==> src/rtl/core/cbd_pkg.sv <==
// shared types and constants for the chunked body decoder
// no dependencies; used by the stream interfaces and the top level
package cbd_pkg;

  typedef logic [7:0] byte_t;
  typedef logic [2:0] status_t;

  // default width of the chunk size register
  localparam int unsigned SizeBitsDef = 32;
  localparam int unsigned MaxBodyW    = 32;

  // body limit after reset: 1 MiB
  localparam logic [MaxBodyW-1:0] MaxBodyRst = MaxBodyW'(1024 * 1024);

  // result status codes
  localparam status_t StatBusy    = 3'd0;
  localparam status_t StatDone    = 3'd1;
  localparam status_t StatBadSize = 3'd2;
  localparam status_t StatBadEnd  = 3'd3;
  localparam status_t StatTooBig  = 3'd4;

  // characters of the line syntax
  localparam byte_t ChCr   = 8'h0d;
  localparam byte_t ChLf   = 8'h0a;
  localparam byte_t ChSemi = 8'h3b;
  localparam byte_t ChSp   = 8'h20;
  localparam byte_t ChTab  = 8'h09;

  // hex digit decode: bit 4 set when the byte is a hex digit, low bits hold its value
  function automatic logic [4:0] hex_nibble(input byte_t c);
    logic [4:0] r;
    r = 5'd0;
    if (c >= 8'h30 && c <= 8'h39) begin
      r = {1'b1, 4'(c - 8'h30)};
    end else if (c >= 8'h61 && c <= 8'h66) begin
      r = {1'b1, 4'(c - 8'h57)};
    end else if (c >= 8'h41 && c <= 8'h46) begin
      r = {1'b1, 4'(c - 8'h37)};
    end
    return r;
  endfunction

endpackage

==> src/rtl/core/cbd_in_if.sv <==
// input word channel of the chunked body decoder: one raw body byte
// depends on cbd_pkg
interface cbd_in_if;
  logic          valid;
  logic          ready;
  cbd_pkg::byte_t in_byte;

  modport source (output valid, output in_byte, input ready);
  modport sink   (input valid, input in_byte, output ready);
endinterface

==> src/rtl/core/cbd_out_if.sv <==
// result word channel of the chunked body decoder: payload byte and status
// depends on cbd_pkg
interface cbd_out_if;
  logic            valid;
  logic            ready;
  logic            data_valid;
  cbd_pkg::byte_t   data_byte;
  cbd_pkg::status_t status;

  modport source (output valid, output data_valid, output data_byte, output status,
                  input ready);
  modport sink   (input valid, input data_valid, input data_byte, input status,
                  output ready);
endinterface

==> src/rtl/core/chunked_body_decoder.sv <==
// chunked transfer body decoder, top level
// depends on cbd_pkg, cbd_in_if and cbd_out_if
//
// Takes one raw byte of a chunked transfer body per input word and returns exactly one result
// word for it: data_valid/data_byte carry the byte when it is chunk payload, status tells
// busy (0), complete (1), bad chunk size (2), bad chunk ending (3) or body too large (4).
// Completion and errors stick until reset; later bytes are taken and answered with the same
// status. Each result is registered in the output register, which passes ready through,
// so the block runs at one word per cycle as long as the sink takes results, and stalls
// only when the output register is full and not being drained. max_body is written through
// cfg_we_i/cfg_wdata_i; the user must write it only while no word is in flight, which the
// block does not enforce. There is no clearing pass after reset: the block is ready at once.
module chunked_body_decoder #(
  parameter int unsigned SIZE_BITS = cbd_pkg::SizeBitsDef
) (
  input  logic                            clk_i,
  input  logic                            rst_ni,
  input  logic                            cfg_we_i,
  input  logic [cbd_pkg::MaxBodyW-1:0]    cfg_wdata_i,
  cbd_in_if.sink                          in_i,
  cbd_out_if.source                       out_o
);
  import cbd_pkg::*;

  // decoder phase, one-hot
  typedef enum logic [7:0] {
    PhSize    = 8'b0000_0001,
    PhData    = 8'b0000_0010,
    PhEnd     = 8'b0000_0100,
    PhTrail   = 8'b0000_1000,
    PhDone    = 8'b0001_0000,
    PhErrSize = 8'b0010_0000,
    PhErrEnd  = 8'b0100_0000,
    PhErrBig  = 8'b1000_0000
  } phase_e;

  // flags of the current size or trailer line
  typedef struct packed {
    logic digits;  // hex digits seen
    logic tspace;  // space or tab after the digits
    logic ext;     // inside a chunk extension
    logic bad;     // line is malformed
    logic cr;      // last byte was CR
    logic text;    // trailer line has content
  } line_flags_t;

  phase_e                phase_q, phase_d;
  logic [SIZE_BITS-1:0]  accum_q, accum_d;
  line_flags_t           flags_q, flags_d;
  logic [SIZE_BITS-1:0]  chunk_left_q, chunk_left_d;
  logic [MaxBodyW-1:0]   body_total_q, body_total_d;
  logic                  ending_q, ending_d;
  logic [MaxBodyW-1:0]   max_body_q;

  // output register
  logic    out_valid_q;
  logic    out_dv_q, out_dv_d;
  byte_t   out_byte_q, out_byte_d;
  status_t out_stat_q, out_stat_d;

  logic       acc;
  byte_t      c;
  logic [4:0] hex;

  // a word enters whenever the output register is empty or being drained
  assign in_i.ready = !out_valid_q || out_o.ready;
  assign acc        = in_i.valid && in_i.ready;
  assign c          = in_i.in_byte;
  assign hex        = hex_nibble(c);

  always_comb begin
    phase_d      = phase_q;
    accum_d      = accum_q;
    flags_d      = flags_q;
    chunk_left_d = chunk_left_q;
    body_total_d = body_total_q;
    ending_d     = ending_q;
    out_dv_d     = 1'b0;
    out_byte_d   = '0;

    case (phase_q)
      PhSize: begin
        if (c == ChLf && flags_q.cr) begin
          // end of size line
          if (flags_q.bad || !flags_q.digits) begin
            phase_d = PhErrSize;
          end else if (accum_q == '0) begin
            phase_d = PhTrail;
          end else begin
            chunk_left_d = accum_q;
            phase_d      = PhData;
          end
          accum_d = '0;
          flags_d = '0;
        end else begin
          // outside an extension, a pending CR that is not followed by LF counts as a stray character
          if (flags_q.cr && !flags_q.ext) begin
            flags_d.bad = 1'b1;
          end
          flags_d.cr = 1'b0;
          if (c == ChCr) begin
            flags_d.cr = 1'b1;
          end else if (!flags_q.ext) begin
            if (c == ChSemi) begin
              flags_d.ext = 1'b1;
            end else if (c == ChSp || c == ChTab) begin
              if (flags_q.digits) begin
                flags_d.tspace = 1'b1;
              end
            end else if (!hex[4] || flags_q.tspace) begin
              flags_d.bad = 1'b1;
            end else begin
              // top nibble in use means the value no longer fits
              if (accum_q[SIZE_BITS-1 -: 4] != 4'd0) begin
                flags_d.bad = 1'b1;
              end
              accum_d        = {accum_q[SIZE_BITS-5:0], hex[3:0]};
              flags_d.digits = 1'b1;
            end
          end
        end
      end
      PhData: begin
        if (body_total_q >= max_body_q) begin
          phase_d = PhErrBig;
        end else begin
          out_dv_d     = 1'b1;
          out_byte_d   = c;
          body_total_d = body_total_q + MaxBodyW'(1);
          chunk_left_d = chunk_left_q - SIZE_BITS'(1);
          if (chunk_left_q == SIZE_BITS'(1)) begin
            phase_d  = PhEnd;
            ending_d = 1'b0;
          end
        end
      end
      PhEnd: begin
        if (!ending_q) begin
          if (c == ChCr) begin
            ending_d = 1'b1;
          end else begin
            phase_d = PhErrEnd;
          end
        end else begin
          ending_d = 1'b0;
          phase_d  = (c == ChLf) ? PhSize : PhErrEnd;
        end
      end
      PhTrail: begin
        if (c == ChLf && flags_q.cr) begin
          // an empty line closes the trailer section
          if (!flags_q.text) begin
            phase_d = PhDone;
          end
          flags_d = '0;
        end else begin
          if (flags_q.cr) begin
            flags_d.text = 1'b1;
          end
          flags_d.cr = 1'b0;
          if (c == ChCr) begin
            flags_d.cr = 1'b1;
          end else begin
            flags_d.text = 1'b1;
          end
        end
      end
      default: begin
        // complete or failed: hold
      end
    endcase

    case (phase_d)
      PhDone:    out_stat_d = StatDone;
      PhErrSize: out_stat_d = StatBadSize;
      PhErrEnd:  out_stat_d = StatBadEnd;
      PhErrBig:  out_stat_d = StatTooBig;
      default:   out_stat_d = StatBusy;
    endcase
  end

  // decoder state
  always_ff @(posedge clk_i or negedge rst_ni) begin
    if (!rst_ni) begin
      phase_q      <= PhSize;
      accum_q      <= '0;
      flags_q      <= '0;
      chunk_left_q <= '0;
      body_total_q <= '0;
      ending_q     <= 1'b0;
    end else if (acc) begin
      phase_q      <= phase_d;
      accum_q      <= accum_d;
      flags_q      <= flags_d;
      chunk_left_q <= chunk_left_d;
      body_total_q <= body_total_d;
      ending_q     <= ending_d;
    end
  end

  // body limit register
  always_ff @(posedge clk_i or negedge rst_ni) begin
    if (!rst_ni) begin
      max_body_q <= MaxBodyRst;
    end else if (cfg_we_i) begin
      max_body_q <= cfg_wdata_i;
    end
  end

  // result word register
  always_ff @(posedge clk_i or negedge rst_ni) begin
    if (!rst_ni) begin
      out_valid_q <= 1'b0;
    end else if (acc) begin
      out_valid_q <= 1'b1;
    end else if (out_o.ready) begin
      out_valid_q <= 1'b0;
    end
  end

  always_ff @(posedge clk_i) begin
    if (acc) begin
      out_dv_q   <= out_dv_d;
      out_byte_q <= out_byte_d;
      out_stat_q <= out_stat_d;
    end
  end

  assign out_o.valid      = out_valid_q;
  assign out_o.data_valid = out_dv_q;
  assign out_o.data_byte  = out_byte_q;
  assign out_o.status     = out_stat_q;

  // a payload byte only leaves while the body is still in progress
  assert property (@(posedge clk_i) disable iff (!rst_ni)
    (out_valid_q && out_dv_q) |-> (out_stat_q == StatBusy))
    else $error("payload word carries a final status");

  // completion and errors never change once reached
  assert property (@(posedge clk_i) disable iff (!rst_ni)
    (phase_q == PhDone || phase_q == PhErrSize || phase_q == PhErrEnd ||
     phase_q == PhErrBig) |=> $stable(phase_q))
    else $error("sticky phase left");

  // a chunk in progress always has bytes left
  assert property (@(posedge clk_i) disable iff (!rst_ni)
    (phase_q == PhData) |-> (chunk_left_q != '0))
    else $error("payload phase with empty chunk");

  // an accepted payload byte within the limit shows up as a payload word
  assert property (@(posedge clk_i) disable iff (!rst_ni)
    (acc && phase_q == PhData && body_total_q < max_body_q) |=> (out_valid_q && out_dv_q))
    else $error("payload byte lost");

endmodule
==> src/flat_wrapper.sv <==
// flat-port wrapper written by rule: the top's interface ports become plain ports
module chunked_body_decoder_flat import cbd_pkg::*;
#(
  parameter int unsigned SIZE_BITS = cbd_pkg::SizeBitsDef
)
  (clk_i, rst_ni, cfg_we_i, cfg_wdata_i, in_i_valid, in_i_in_byte, in_i_ready, out_o_valid, out_o_data_valid, out_o_data_byte, out_o_status, out_o_ready);
  cbd_in_if in_i_i ();
  cbd_out_if out_o_i ();
  input  logic clk_i;
  input  logic rst_ni;
  input  logic cfg_we_i;
  input  logic [cbd_pkg::MaxBodyW-1:0] cfg_wdata_i;
  input wire logic [$bits(in_i_i.valid)-1:0] in_i_valid;
  input wire logic [$bits(in_i_i.in_byte)-1:0] in_i_in_byte;
  output wire logic [$bits(in_i_i.ready)-1:0] in_i_ready;
  output wire logic [$bits(out_o_i.valid)-1:0] out_o_valid;
  output wire logic [$bits(out_o_i.data_valid)-1:0] out_o_data_valid;
  output wire logic [$bits(out_o_i.data_byte)-1:0] out_o_data_byte;
  output wire logic [$bits(out_o_i.status)-1:0] out_o_status;
  input wire logic [$bits(out_o_i.ready)-1:0] out_o_ready;
  assign in_i_i.valid = in_i_valid;
  assign in_i_i.in_byte = in_i_in_byte;
  assign in_i_ready = in_i_i.ready;
  assign out_o_valid = out_o_i.valid;
  assign out_o_data_valid = out_o_i.data_valid;
  assign out_o_data_byte = out_o_i.data_byte;
  assign out_o_status = out_o_i.status;
  assign out_o_i.ready = out_o_ready;
  chunked_body_decoder #(.SIZE_BITS(SIZE_BITS)) u_core (.clk_i(clk_i), .rst_ni(rst_ni), .cfg_we_i(cfg_we_i), .cfg_wdata_i(cfg_wdata_i), .in_i(in_i_i), .out_o(out_o_i));
endmodule
==> config.mk <==
export PLATFORM = sky130hd
export DESIGN_NAME = chunked_body_decoder_flat
export DESIGN_NICKNAME = d
export VERILOG_FILES = /design/src/rtl/core/cbd_pkg.sv /design/src/rtl/core/cbd_in_if.sv /design/src/rtl/core/cbd_out_if.sv /design/src/rtl/core/chunked_body_decoder.sv /design/src/flat_wrapper.sv
export SDC_FILE = /design/constraint.sdc
export NUM_CORES = 1
export LEC_CHECK = 0
export ABC_AREA = 1
export CAP_MARGIN = 15
export CELL_PAD_IN_SITES_DETAIL_PLACEMENT = 1
export CELL_PAD_IN_SITES_GLOBAL_PLACEMENT = 1
export CORE_MARGIN = 8
export CORE_UTILIZATION = 48
export CTS_CLUSTER_DIAMETER = 100
export DETAILED_ROUTE_END_ITERATION = 8
export DONT_BUFFER_PORTS = 1
export GPL_TIMING_DRIVEN = 0
export PLACE_DENSITY_LB_ADDON = 0.2
export SETUP_SLACK_MARGIN = 0.3
export SYNTH_ARGS = -nofsm -noshare
export SYNTH_HDL_FRONTEND = slang
export SYNTH_SLANG_ARGS = --single-unit
==> constraint.sdc <==
create_clock -name clk_i -period 2.9 [get_ports clk_i]
set_clock_uncertainty 0.2 [all_clocks]
set_input_delay 0.145 -clock clk_i [delete_from_list [all_inputs] [get_ports clk_i]]
set_output_delay 0.145 -clock clk_i [all_outputs]
set_load 0.1 [all_outputs]
==> results of run 1 <==
through the flow:
stage	total power, mW	setup WS (ns)
floorplan	2.62	0.319
finish	4.99	0.372
CTS	5.00	0.314
global placement	2.68	-0.223
global route	5.16	0.181
detailed placement	2.70	-0.298
metal layers:
layer / GRT usage [%] / part of all wire, % / vias to the layer above
met3: 5.15 / 3.9 / 28
met5: 0 / 0 / -
met2: 41.0 / 48 / 131
li1: - / - / 4179
met4: 6.10 / 1.2 / 0
met1: 32.2 / 47 / 4228
cell usage in the layout, fill, tap and decap left out, types with 18 or more instances in the layout:
master         Yosys  final
nand3_1           38     38
o21ai_0           78     77
ha_1              40     39
inv_1            129    124
clkbuf_16          0     18
a21oi_1           32     30
o21ai_1           33     34
nand2_1          380    371
xor2_1            34     34
nand4_1           20     20
dfrtp_1          142    136
nor3_1            25     25
nor2_1           156    140
dlygate4sd3_1      0     44
sequential cells by signal, summed over array words and instances, names as in the netlist:
signal / count
u_core.accum_q: 32
u_core.body_total_q: 32
u_core.max_body_q: 32
u_core.out_o.valid: 1
u_core.out_o.status: 3
u_core.out_o.data_valid: 1
u_core.flags_q: 6
u_core.phase_q: 8
u_core.chunk_left_q: 32
u_core.ending_q: 1
u_core.out_o.data_byte: 8
area by class of cell:
| class | instances | area [um^2] |
|---|---|---|
| multi-input cells | 924 | 4930 |
| flip-flops and latches | 156 | 3980 |
| repair buffers | 52 | 504 |
| clock buffers | 20 | 478 |
| clock inverters | 12 | 98.8 |
| repair inverters | 1 | 5.00 |
| inverters | 136 | 529 |
| fillers | 2451 | 8260 |
| well taps | 265 | 332 |
| plain buffers | 35 | 225 |
synthesized netlist by cell type (6+ instances only):
cell | instances | area [um^2]
nand4_1 | 20 | 125
ha_1 | 40 | 500
o21ai_1 | 33 | 165
dfrtp_1 | 142 | 3550
nand3_1 | 38 | 190
inv_1 | 129 | 484
buf_2 | 16 | 80.1
nand2_1 | 380 | 1430
nor4_1 | 9 | 56.3
edfxtp_1 | 12 | 360
xnor2_1 | 15 | 131
o31ai_1 | 6 | 45.0
clkbuf_1 | 15 | 56.3
xor2_1 | 34 | 298
o21ai_0 | 78 | 390
o31ai_2 | 17 | 213
nor2_1 | 156 | 586
inv_2 | 7 | 26.3
a21oi_1 | 32 | 160
nor3_1 | 25 | 125
worst register-to-register path: stages, from the launching register on:
cell and delay [ns]:
dfrtp_2 0.43, ha_1 0.30, nand2_1 0.11, inv_1 0.06
nand2_1 0.06, nand2_1 0.05, nand2_1 0.07, nand2_1 0.06
nor2_2 0.10, nand2_2 0.11, nand2_4 0.10, nand2_2 0.09
nor2_4 0.14, buf_6 0.14, clkinvlp_4 0.19, nor2_2 0.18
power breakdown:
| part | internal, mW | total, mW | leakage [nW] | switching (mW) |
|---|---|---|---|---|
| Combinational | 0.139 | 0.375 | 3.19 | 0.237 |
| Sequential | 2.26 | 2.37 | 1.96 | 0.105 |
| Clock | 1.21 | 2.24 | 0.282 | 1.03 |
final timing paths:
kind / start / to
worst min register to register: u_core.accum_q[9]$_DFFE_PN0P_ / u_core.accum_q[9]$_DFFE_PN0P_
worst max register to register: u_core.body_total_q[11]$_DFFE_PN0P_ / u_core.out_o.data_byte[1]$_SDFFCE_PP0P_
max in group asynchronous: rst_ni / u_core.phase_q[0]$_DFFE_PN1P_
worst max-delay path: u_core.body_total_q[11]$_DFFE_PN0P_ / u_core.out_o.data_byte[1]$_SDFFCE_PP0P_
min in group clk_i: in_i_in_byte[5] / u_core.phase_q[4]$_DFFE_PN0P_
worst min-delay path: rst_ni / u_core.max_body_q[18]$_DFFE_PN0P_
cells by family after synthesis:
logic type	after synthesis
AOI/OAI and AO/OA	180
and+or+nand+nor	650
muxes	5
DFF	156
adders and majority gates	40
buffers and inverters	171
xor gates and xnor gates	49
timing repair:
action | 4_1_cts | 5_1_grt
buffers inserted | 1 | 7
resized for setup | 28 | 53
endpoints found under the setup margin | 110 | 78
endpoints found under the hold margin | 207 | 144
cloned | 0 | 1
pin swaps | 1 | 2
==> reports/metrics.yaml, run 1 <==
status: "finished, violations left"
violations: "negative hold slack"
cap_violations: 0
yosys.area_share.simple_pct: 28.6
final_cells: 1601
cts.sinks: 156
slew_headroom_pct: 38.1
grt_pass1_wl_um: 47800
wl_um: 28900
reg2reg_slack_ns: 0.37
synthAdderAreaFrac_pct: 5.31
grtUsageTotal_pct: 24.7
core_um2: 19300
hold_slack_ns: -0.800
cts.htree.levels: 4
drc_errors: 0
start_util_pct: 48.7
synth_top_family_by_area: "simple AND/OR/NAND/NOR gates"
ir_drop_mv: 0.414
ys_types: 45
rows: 51
synth-main-ff-cell: "dfrtp_1"
cts_buffers: 17
vias_per_cell: 5.35
grt_max_degree: 145
arrival_ns: 2.62
worst_slew_pin_slew_ns: 0.930
synth_edf_count: 12
dp.cells: 1516
synth_cells: 1251
synthArstFlopShare_pct: 92.3
die_w_um: 156
drive_above_1_share_pct: 11.2
seq_area_frac_synth_pct: 42.1
hold_violations: 144
grt_pass1_vias: 9211
firstDrtPassIters: 5
critPathKind: "flip-flop to flip-flop"
final_core_util_pct: 57.3
synth_compound_area_share_pct: 11.6
drt_iter0_markers: 433
reg2regPathDepth: 15
die_h_um: 156
rsz0062_at_grt: "true"
path_cells: "ha_1, nand2_1, inv_1, nand2_1, nand2_1, nand2_1, nand2_1, nor2_2, nand2_2, nand2_4, nand2_2, nor2_4, buf_6, clkinvlp_4, nor2_2"
io_buffers: 0
antenna_found_initial: 0
path_clk_slew_ns: 0.07
clockBufferDepth: 2
hold_buffers: 44
muxShareOfSynthArea_pct: 0.545
ant_nets: 0
slowest_delay_ns: 0.43
critPathRequiredTime_ns: 2.99
root_buffer: "clkbuf_16"
syn-cell-area_um2: 9420
die_area_um2: 24400
wl_per_cell_um: 18.1
end_kind: "flip-flop"
yosysWarningCount: 0
io_pins: 59
fmax_ghz: 0.396
period_share_pct: 87.2
avgSynthCellArea_um2: 7.53
setup_violations: 0
cpLargestDelayFamily: "simple AND/OR/NAND/NOR gates"
critPathBufInv: 3
finalMaxSlewViolations: 0
p_leak_nw: 5.43
synth_seq_cells: 156
period_minus_slack_ns: 2.53
start_kind: "flip-flop"
vias: 8566
gp_congestion: 0.859
stdcell_area_um2: 11100
crit_top_cell: "nand2_1"
syn_nets: 1336
critical_path.slowest_cell: "dfrtp_2"
final_nets: 1408
area.growth.synth_to_final_pct: 17.6
power_density_nw_per_um2: 450
fin_tns_setup_ns: 0
crit_cells: 15
clk_latency_ns: 0.44
synth_xor_area_share_pct: 4.56
antenna_cells: 0
dp_hpwl_um: 20200
hold_path_class: "input pin to asynchronous set/reset pin"
postPlaceCellArea_um2: 9760
overflow: 0
crit_path_max_fanout: 8
cts_tree: "yes"
Note: power is estimated with default switching activity, not from simulation.
==> run 2: changes to the inputs <==
- CORE_MARGIN: 8 -> 4
- CTS_CLUSTER_DIAMETER: 100 -> 40
==> reports/metrics.yaml, run 2 (same netlist as run 1, synthesis figures left out) <==
cap_violations: 0
cts_buffers: 17
slew_headroom_pct: 38.3
root_buffer: "clkbuf_16"
final_nets: 1413
critPathRequiredTime_ns: 3.01
wl_per_cell_um: 18.2
hold_path_class: "input pin to asynchronous set/reset pin"
start_kind: "flip-flop"
fin_tns_setup_ns: 0
end_kind: "flip-flop"
antenna_cells: 0
drive_above_1_share_pct: 11.8
antenna_found_initial: 1
rsz0062_at_grt: "false"
power.share.switching_pct: 25.8
pwr-share-clk_pct: 46.3
die_h_um: 148
firstDrtPassIters: 4
critPathKind: "flip-flop to flip-flop"
vias_per_cell: 5.43
wl_um: 29100
cts.sinks: 156
die_area_um2: 21900
final_cell_mix: "nand2_1, nor2_1, dfrtp_1"
io_buffers: 0
power_mw: 5.10
core_um2: 19000
critPathBufInv: 2
mostFrequentLayoutCell: "nand2_1"
overflow: 0
violations: "negative hold slack"
pwr-share-seq_pct: 46.5
start_util_pct: 49.5
drt_iter0_markers: 428
vias: 8687
cpLargestDelayFamily: "simple AND/OR/NAND/NOR gates"
drc_errors: 0
grt_max_degree: 145
die_w_um: 148
clockBufferDepth: 2
path_clk_slew_ns: 0.07
rows: 50
clk_latency_ns: 0.43
hold_slack_ns: -0.791
finalMaxSlewViolations: 0
arrival_ns: 2.65
io_pins: 59
path_cells: "ha_1, a21oi_1, o21ai_0, nand2_1, nand2_1, nor2_4, nand2_2, nor2_4, nand2_4, buf_4, buf_4, nand2_1, o21ai_0"
period_share_pct: 87.5
power_density_nw_per_um2: 459
setup_violations: 0
p_leak_nw: 5.45
worst_slew_pin_slew_ns: 0.927
area.growth.synth_to_final_pct: 18.2
internal-power_mw: 3.79
dp_hpwl_um: 20100
crit_path_max_fanout: 6
grtUsageTotal_pct: 26.7
ir_drop_mv: 0.357
hold_buffers: 44
status: "finished, violations left"
combPwrFrac_pct: 7.3
cts_tree: "yes"
gp_congestion: 0.904
critical_path.slowest_cell: "dfrtp_2"
ant_nets: 0
grt_pass1_vias: 9121
period_minus_slack_ns: 2.54
hold_violations: 144
slowest_delay_ns: 0.45
crit_top_cell: "nand2_1"
grt_pass1_wl_um: 47200
fmax_ghz: 0.394
power_switching_mw: 1.32
cts.htree.levels: 4
run 2: cell count changes in the layout (fill, tap and decap cells not counted), sizes merged:
cell,before,now
inv,141,139
clkbuf,35,39
buf,28,31
clkinv,5,3
bufinv,0,2
run 2: metrics by stage:
stage,cells,util (%),instance area [um^2],worst slack (ns)
after floorplan,1251,-,9430,0.319
after global placement,1511,51.3,9760,-0.167
after detailed placement,1511,51.3,9760,-0.216
after CTS,1588,57.3,10900,0.285
after global routing,1601,58.5,11100,0.227
final,1601,58.5,11100,0.362
run 2: cell type report:
class	instances	area, um^2
clock buffer	22	485
multi-input combinational	924	4920
buffer	35	216
clock inverter	10	128
tap	260	325
timing repair buffer	57	538
sequential	156	3980
timing repair inverter	1	5.00
inverter	136	527
fill	2384	7890
run 2: power groups by stage:
stage	sequential [mW]	combinational [mW]	clock, mW
CTS	2.37	0.351	2.39
global route	2.38	0.423	2.48
floorplan	2.40	0.217	0
global placement	2.41	0.268	0
finish	2.37	0.371	2.36
detailed placement	2.41	0.286	0
run 2: repair_timing:
item	4_1_cts	5_1_grt
pin swaps	1	4
endpoints found under the hold margin	205	144
endpoints found under the setup margin	108	77
gates cloned	0	1
setup buffers	1	12
gates resized for setup	27	58
run 2: worst paths after layout:
| path | from | endpoint | slack [ns] | depth (start not counted) |
|---|---|---|---|---|
| setup reg to reg | u_core.body_total_q[25]$_DFFE_PN0P_ | u_core.body_total_q[6]$_DFFE_PN0P_ | 0.36 | 13 |
| hold / removal | rst_ni | u_core.max_body_q[9]$_DFFE_PN0P_ | -0.79 | 0 |
| max in group asynchronous | rst_ni | u_core.phase_q[0]$_DFFE_PN1P_ | 3.04 | 0 |
| setup / recovery | u_core.body_total_q[25]$_DFFE_PN0P_ | u_core.body_total_q[6]$_DFFE_PN0P_ | 0.36 | 13 |
| hold reg to reg | u_core.accum_q[17]$_DFFE_PN0P_ | u_core.accum_q[17]$_DFFE_PN0P_ | 0.29 | 2 |
| min in group clk_i | in_i_in_byte[5] | u_core.flags_q[4]$_DFFE_PN0P_ | 0.01 | 6 |
run 2: layer usage:
| metal | track usage [%] | wire length (um) | vias up |
|---|---|---|---|
| li1 | - | - | 4191 |
| met1 | 36.8 | 13700 | 4306 |
| met2 | 44.1 | 14000 | 149 |
| met3 | 4.97 | 1100 | 39 |
| met4 | 6.28 | 350 | 2 |
| met5 | 0 | 17 | - |
==> run 3: changes to the inputs <==
--- a/constraint.sdc
+++ b/constraint.sdc
@@ -4,2 +4,2 @@
 set_output_delay 0.145 -clock clk_i [all_outputs]
-set_load 0.1 [all_outputs]
+set_load 0.02 [all_outputs]
==> reports/metrics.yaml, run 3 (same netlist as run 1, synthesis figures left out) <==
status: "finished, violations left"
violations: "negative hold slack"
grt_pass1_vias: 9371
arrival_ns: 2.49
overflow: 0
clockBufferDepth: 2
pwr-share-seq_pct: 47.6
setup_violations: 0
ant_nets: 0
vias: 8772
internal-power_mw: 3.56
io_pins: 59
cts_tree: "yes"
path_clk_slew_ns: 0.07
cpLargestDelayFamily: "simple AND/OR/NAND/NOR gates"
critical_path.slowest_cell: "dfrtp_1"
period_share_pct: 86.1
wl_um: 28700
hold_slack_ns: -0.797
clk_latency_ns: 0.44
period_minus_slack_ns: 2.50
worst_slew_pin_slew_ns: 0.720
start_kind: "flip-flop"
rows: 50
drc_errors: 0
pwr-share-clk_pct: 45.2
nFillCells: 2415
critPathKind: "flip-flop to flip-flop"
power_density_nw_per_um2: 438
hold_buffers: 43
slew_headroom_pct: 52.0
gp_congestion: 0.921
end_kind: "flip-flop"
multi_input_area_um2: 4900
dp_hpwl_um: 20000
crit_path_max_fanout: 10
cap_violations: 0
power_switching_mw: 1.30
drive_above_1_share_pct: 11.0
register_area_um2: 3970
io_buffers: 0
power.share.switching_pct: 26.7
root_buffer: "clkbuf_16"
mostFrequentLayoutCell: "nand2_1"
antenna_found_initial: 0
critPathRequiredTime_ns: 2.89
fmax_ghz: 0.401
area.growth.synth_to_final_pct: 17.7
rsz0062_at_grt: "true"
firstDrtPassIters: 5
fin_tns_setup_ns: 0
finalMaxSlewViolations: 0
final_cell_mix: "nand2_1, nor2_1, dfrtp_1"
vias_per_cell: 5.48
final_nets: 1412
hold_path_class: "input pin to asynchronous set/reset pin"
p_leak_nw: 5.44
slowest_delay_ns: 0.43
die_area_um2: 21900
path_cells: "nor2_1, inv_1, nor2_1, nand2_4, inv_1, buf_2, nand4_1, nand2_1, nor2_1, nand3_1, nor2_1"
ir_drop_mv: 0.356
core_um2: 19000
grt_max_degree: 145
grt_pass1_wl_um: 48000
cts.sinks: 156
cts_buffers: 17
start_util_pct: 49.5
combPwrFrac_pct: 7.3
grtUsageTotal_pct: 27.1
drt_iter0_markers: 495
wl_per_cell_um: 18.0
hold_violations: 144
cts.htree.levels: 4
final_core_util_pct: 58.3
crit_top_cell: "nor2_1"
die_w_um: 148
die_h_um: 148
critPathBufInv: 3
antenna_cells: 0
-- run 3: cell count changes in the layout (fill, tap and decap cells not counted), sizes merged --
cell	previous run	this run
dlygate4sd3	44	43
clkbuf	39	34
clkinvlp	3	6
clkinv	3	2
inv	139	141
buf	31	33
nand2	384	385
bufinv	2	0
-- run 3: worst paths after layout --
kind | startpoint | end | slack [ns] | depth (start not counted)
worst max-delay path | u_core.phase_q[2]$_DFFE_PN0P_ | u_core.out_o.status[1]$_DFFE_PP_ | 0.40 | 11
worst min-delay path | rst_ni | u_core.max_body_q[10]$_DFFE_PN0P_ | -0.80 | 0
worst max register to register | u_core.phase_q[2]$_DFFE_PN0P_ | u_core.out_o.status[1]$_DFFE_PP_ | 0.40 | 11
worst min register to register | u_core.phase_q[4]$_DFFE_PN0P_ | u_core.phase_q[4]$_DFFE_PN0P_ | 0.28 | 2
max in group asynchronous | rst_ni | u_core.max_body_q[20]$_DFFE_PN1P_ | 3.01 | 0
min in group clk_i | in_i_in_byte[7] | u_core.flags_q[4]$_DFFE_PN0P_ | 0.02 | 7
-- run 3: through the flow --
step                      power (mW)  instances  area [um^2]  setup WS [ns]
after floorplan                 2.55       1251         9420          0.643
after global placement          2.61       1511         9740         -0.188
after detailed placement        2.63       1511         9740         -0.302
after CTS                       4.86       1588        10800          0.299
after global routing            5.04       1600        11100          0.281
final                           4.85       1600        11100          0.404
-- run 3: cell type report --
type                            count  share of cell area [%]
Clock inverter                     13                   0.971
Inverter                          136                    4.77
Timing Repair Buffer               56                    4.92
Sequential cell                   156                    35.8
Tap cell                          260                    2.93
Multi-Input combinational cell    925                    44.2
Clock buffer                       19                    4.09
Buffer                             35                    2.23
-- run 3: timing repair --
item / 4_1_cts / 5_1_grt
buffers inserted: 2 / 10
resized for setup: 28 / 50
cloned: 0 / 2
endpoints found under the hold margin: 196 / 144
setup endpoints to repair: 72 / 79
pin swaps: 1 / 5
-- run 3: routing by layer --
layer | track usage [%] | wire [um] | up-vias
li1 | - | - | 4187
met1 | 37.4 | 13600 | 4358
met2 | 44.1 | 13400 | 192
met3 | 5.42 | 1340 | 35
met4 | 6.79 | 410 | 0
met5 | 0 | 0 | -
-- run 3: power by group through the flow --
stage / logic, mW / clock network [mW] / registers (mW)
after global routing: 0.407 / 2.31 / 2.32
after CTS: 0.335 / 2.22 / 2.31
after floorplan: 0.208 / 0 / 2.34
after global placement: 0.259 / 0 / 2.35
after detailed placement: 0.275 / 0 / 2.35
final: 0.352 / 2.19 / 2.31
